$ cat config.mk
export PLATFORM = sky130hd
export DESIGN_NAME = sfd_ctrl
export DESIGN_NICKNAME = d
export VERILOG_FILES = /design/src/rtl/sfd_pkg.sv /design/src/rtl/sfd_ctrl.sv
export SDC_FILE = /design/constraint.sdc
export NUM_CORES = 1
export LEC_CHECK = 0
export BUFFER_PORTS_ARGS = -buffer_cell sky130_fd_sc_hd__buf_2
export CAP_MARGIN = 10
export CORE_AREA = 5 5 42 44
export CTS_CLUSTER_SIZE = 24
export DETAILED_ROUTE_END_ITERATION = 8
export DIE_AREA = 0 0 47 49
export GPL_TIMING_DRIVEN = 0
export PLACE_DENSITY = 0.38
export SYNTH_ARGS = -nofsm -noshare
export SYNTH_HDL_FRONTEND = slang
export SYNTH_SLANG_ARGS = --single-unit
$ cat constraint.sdc
create_clock -name clk -period 1.7 [get_ports clk]
set_input_delay 0.255 -clock clk [delete_from_list [all_inputs] [get_ports clk]]
set_output_delay 0.255 -clock clk [all_outputs]
set_load 0.02 [all_outputs]
$ cat src/rtl/sfd_pkg.sv
// Shared constants, codes and controller/datapath interface structs for the
// scoreboard frame deframer. No dependencies.
`timescale 1ns / 1ps

package sfd_pkg;

  localparam int SCORE_SIZE_DEF = 4096;
  localparam int MAX_BODY_DEF   = 256;

  // offset is kept as five decimal digits (BCD) plus its binary value
  localparam int OFFSET_W = 17;
  localparam int BCD_W    = 20;
  localparam logic [BCD_W-1:0] OFFSET_MOD = 20'd100000;

  localparam int IN_DATA_W  = 24;
  localparam int OUT_DATA_W = 112;

  localparam logic [7:0] BYTE_SYN   = 8'h16;
  localparam logic [7:0] BYTE_SOH   = 8'h01;
  localparam logic [7:0] BYTE_STX   = 8'h02;
  localparam logic [7:0] BYTE_EOT   = 8'h04;
  localparam logic [7:0] BYTE_ETB   = 8'h17;
  localparam logic [7:0] BYTE_SPACE = 8'h20;

  localparam logic CMD_FEED = 1'b0;
  localparam logic CMD_READ = 1'b1;

  typedef enum logic [2:0] {
    EV_NONE    = 3'd0,
    EV_WRITTEN = 3'd1,
    EV_EMPTY   = 3'd2,
    EV_DROP    = 3'd3,
    EV_READ    = 3'd4
  } event_t;

  typedef enum logic [3:0] {
    ERR_NONE    = 4'd0,
    ERR_SOH     = 4'd1,
    ERR_STX     = 4'd2,
    ERR_CTRL    = 4'd3,
    ERR_OUTSIDE = 4'd4,
    ERR_DIGIT   = 4'd5,
    ERR_HEX     = 4'd6,
    ERR_END     = 4'd7,
    ERR_SUM     = 4'd8,
    ERR_STORE   = 4'd9,
    ERR_BODY    = 4'd10
  } error_t;

  typedef struct packed {
    logic feed;      // feed beat accepted: parse it
    logic rd_issue;  // read beat accepted: fetch store byte
    logic rd_out;    // read data ready: load output register
    logic copy;      // body copy cycle
    logic clear;     // store clearing cycle
  } sfd_cmd_t;

  typedef struct packed {
    logic clear_last;  // last store entry being cleared
    logic copy_go;     // current beat is an ETB that writes a non-empty body
    logic copy_last;   // all staging reads issued, last write in flight
    logic out_free;    // output register can take a result
  } sfd_sts_t;

  // weight of the digit that falls off the top of the five-digit offset
  function automatic logic [BCD_W-1:0] digit_weight(input logic [3:0] digit);
    digit_weight = OFFSET_MOD * BCD_W'(digit);
  endfunction

endpackage

$ cat src/rtl/sfd_ctrl.sv
// Sequencer for the deframer: store clear after reset, read, body copy.
// Depends on sfd_pkg.
`timescale 1ns / 1ps

module sfd_ctrl (
  input  logic              clk,
  input  logic              rst,
  input  logic              s_tvalid,
  output logic              s_tready,
  input  logic              s_tuser,
  input  sfd_pkg::sfd_sts_t sts,
  output sfd_pkg::sfd_cmd_t cmd
);
  import sfd_pkg::*;

  typedef enum logic [1:0] {ST_CLEAR, ST_IDLE, ST_READ, ST_COPY} state_t;

  state_t state;
  logic   accept;

  assign s_tready = (state == ST_IDLE) && sts.out_free;
  assign accept   = s_tvalid && s_tready;

  always_comb begin
    cmd.feed     = accept && (s_tuser == CMD_FEED);
    cmd.rd_issue = accept && (s_tuser == CMD_READ);
    cmd.rd_out   = (state == ST_READ);
    cmd.copy     = (state == ST_COPY);
    cmd.clear    = (state == ST_CLEAR);
  end

  always_ff @(posedge clk) begin
    if (rst) begin
      state <= ST_CLEAR;
    end else begin
      unique case (state)
        ST_CLEAR: begin
          if (sts.clear_last) state <= ST_IDLE;
        end
        ST_IDLE: begin
          if (cmd.rd_issue) state <= ST_READ;
          else if (cmd.feed && sts.copy_go) state <= ST_COPY;
        end
        ST_READ: begin
          state <= ST_IDLE;
        end
        ST_COPY: begin
          if (sts.copy_last) state <= ST_IDLE;
        end
        default: state <= ST_IDLE;
      endcase
    end
  end

endmodule

==> metrics.md <==
| Metric | Value |
|---|---|
| Worst VDD drop | around 240 uV |
| Total CTS buffers | 3 |
| Row cnt | 14 |
| Initial antenna violation count | 0 |
| Mapped Area | about 130 um^2 |
| Max incr delay on CP | ~420 ps |
| CORE AREA | approximately 1400 um^2 |
| Routed Antenna Nets | 0 |
| Largest family of logic cells by synthesized area | simple AND/OR/NAND/NOR gates |
| First-pass GRT wire length | ~820 um |
| Root Buffer | clkbuf_4 |
| Status | finished clean |
| Worst Hold End | state[0] |
| Worst-Skew Late Latency | between 200 and 250 ps |
| Initial core utilization | under 10% |
| Worst path required time | roughly 1400 ps |
| H-tree depth | 1 |
| Clock slew at reported path FFs | approximately 30 ps |
| Layout cell share with drive strength beyond 1 | about 58% |
| Synth Area in Compound Gates | 22.12% |
| Sw frac | between 20% and 30% |
| I/O pins | 14 |
| Top cell type's share of synthesized area | 30.77% |
| Ys Warns | 0 |
| Synth area leaders | dfxtp_1 31%, a211oi_2 9.6%, and3b_2 7.7% |
| Fillers | about 170 |
| Die ar. | around 2300 um^2 |
| Sequential area share after synthesis | 30.77% |
| Post-DP Area | between 200 and 250 um^2 |
| #FFs+latches synth | 2 |
| Critical Path Start | state[0] |
| Final hold vios | 0 |
| Remaining Overflow, GRT | 0 |
| Highest clock rate | 686.1 MHz |
| Die span in x | ~47 um |
| Distinct cell type count after synthesis | 13 |
| # Max-Cap Violations | 0 |
| Post-CTS Setup Inserts | 0 |
| Setup CP Type | flop to output pin |
| Layout Nets | 41 |
| Largest register FFs | 2 |
| Final wirelength | 502 um |
| Critical Path Sink Type | output pin |
| CP Max Fanout | 7 |
| Arr. time, crit path | ~1200 ps |
| Setup-failing EPs final | 0 |
| Synth-to-layout area growth | 82.69% |
| Sequential power share | between 20% and 30% |
| Diodes inserted | 0 |
| Relative slew slack | roughly 86% |
| NetSw | 0.04752 mW |
| FFs w/ async S/R, synth | 0% |
| Avg Vias per Cell | around 3.5 |
| Mux cell area share after synthesis | 0% |
| R2r worst-path depth | 2 |
| Top delay family on crit path | flip-flops |
| DRC viols | 0 |
| Final period util | between 80% and 90% |
| GPL Wtd Cong | roughly 0.70 |
| Post-CTS Hold Buffers | 0 |
| Post-Syn Instances | 15 |
| Cts repair resizes | 0 |
| Top FF cell, synth | dfxtp_1 |
| Clock skew | between 3 and 4 ps |
| Detailed-router iteration count before antenna repair | 2 |
| Worst hold path depth | 2 |
| Kind of start point of the critical path | flop |
| Wire length per cell | roughly 11 um |
| Synth cell count leaders | 2 x dfxtp_1, 2 x nor2_1 |
| Max-slew violation count | 0 |
| Logic pwr share | between 10% and 20% |
| Syn_area_per_cell | 8.675 um^2 |
| Leakage power | 0.1279 nW |
| Clk pwr share | a little over half |
| Unrepaired setup endpoints after global routing | no |
| Cell Int Power | 0.1433 mW |
| Hold slack | 232.4 ps |
| Simple-Gate Fraction of Synth Area | ~44% |
| Hold Path Class | input port to flop |
| Vias in the first global route | between 150 and 200 |
| Reg2Reg Capture Point | state[0] |
| Post-Layout Inst Area | about 240 um^2 |
| Post-Syn Nets | 23 |
| Post-Synth XOR/XNOR Area | 0% |
| Cell taking the most area after synthesis | dfxtp_1 |
| Worst Max-Slew Pin Slew | approximately 210 ps |
| Layout Cells excl Fill | 47 |
| Post-route setup TNS | 0 ps |
| WP buf/inv | 1 |
| HP Start | rst |
| Drt initial violations | 2 |
| Largest reg by FF count | state |
| Min Tclk post-route | approximately 1500 ps |
| Vias | ~170 |
| Largest net degree at the start of global routing | 8 |
| Num Clock Sinks | 2 |
| CP cell instances | and4b_1 > and2_1 > buf_2 |
| Die height | ~49 um |
| CTS tree | built |
| Worst r2r src | state[1] |
| R2R Setup Slk | about 760 ps |
| Post-Place Cells | 44 |
| Largest registers | state: 2 flops |
| Final WS setup | between 200 and 250 ps |
| GRT Overall Usage | around 5.3% |
| EDFF count, synth | 0 |
| IO Port Bufs | 13 |
| Setup WS pre-CTS | between 400 and 500 ps |
| Cell area power density | about 800 nW/um^2 |
| Post-synthesis adder-cell area fraction | 0% |
| CP max-delay cell | dfxtp_1 |
| Clock tree buffer depth | 2 |
## layer usage
layer  wire length (um)  vias to the layer above  track usage, %
met1                290                       59           7.642
met4                  0                        0           2.765
met3                102                        0           6.642
met5                  0                        -               0
met2                110                       16           3.846
li1                   -                       90               -
## cell type report
type,count,area (um^2),share of cell area [%]
Sequential cell,2,40.04,16.84
Tap cell,16,20.02,8.421
Timing Repair Buffer,13,65.06,27.37
Clock buffer,3,22.52,9.474
Inverter,1,3.754,1.579
Multi-Input combinational cell,12,86.33,36.32
## stage by stage
stage	power, mW	util, %
5_1_grt	0.2101	16.96
3_5_place_dp	0.08815	15.36
2_1_floorplan	0.07035	-
4_1_cts	0.1979	16.96
6_report	0.1908	16.96
3_3_place_gp	0.08881	15.36
## power by group through the flow
stage	logic [mW]	registers (mW)	clock network, mW
3_3_place_gp	0.0343	0.0545	0
2_1_floorplan	0.0171	0.0533	0
6_report	0.0335	0.0540	0.103
5_1_grt	0.0368	0.0548	0.119
4_1_cts	0.0338	0.0539	0.110
3_5_place_dp	0.0337	0.0545	0
## cell usage in the layout, fill, tap and decap left out
master     n
a211oi_2   1
and2_1     1
and3b_2    1
and4b_1    1
buf_2     13
clkbuf_4   3
dfxtp_1    2
inv_1      1
nand2_1    1
nand4b_1   1
nor2_1     2
nor2b_1    1
nor3_1     1
o21bai_1   1
o32ai_1    1
## kinds of logic (layout without fill, tap and decap cells)
group | after synthesis | in the layout
DFF | 2 | 2
and+or+nand+nor | 9 | 9
buffers and inverters | 1 | 17
AOI/OAI and AO/OA | 3 | 3
## how the worst max path moves through the flow
stage | end | slack, ps | cells past startpoint
after floorplan | cmd[3] | 600 | 2
after global placement | cmd[3] | 470 | 3
after detailed placement | cmd[3] | 470 | 3
after CTS | cmd[3] | 230 | 3
after global routing | cmd[3] | 150 | 3
final | cmd[3] | 240 | 3
Note: power is estimated with default switching activity, not from simulation.
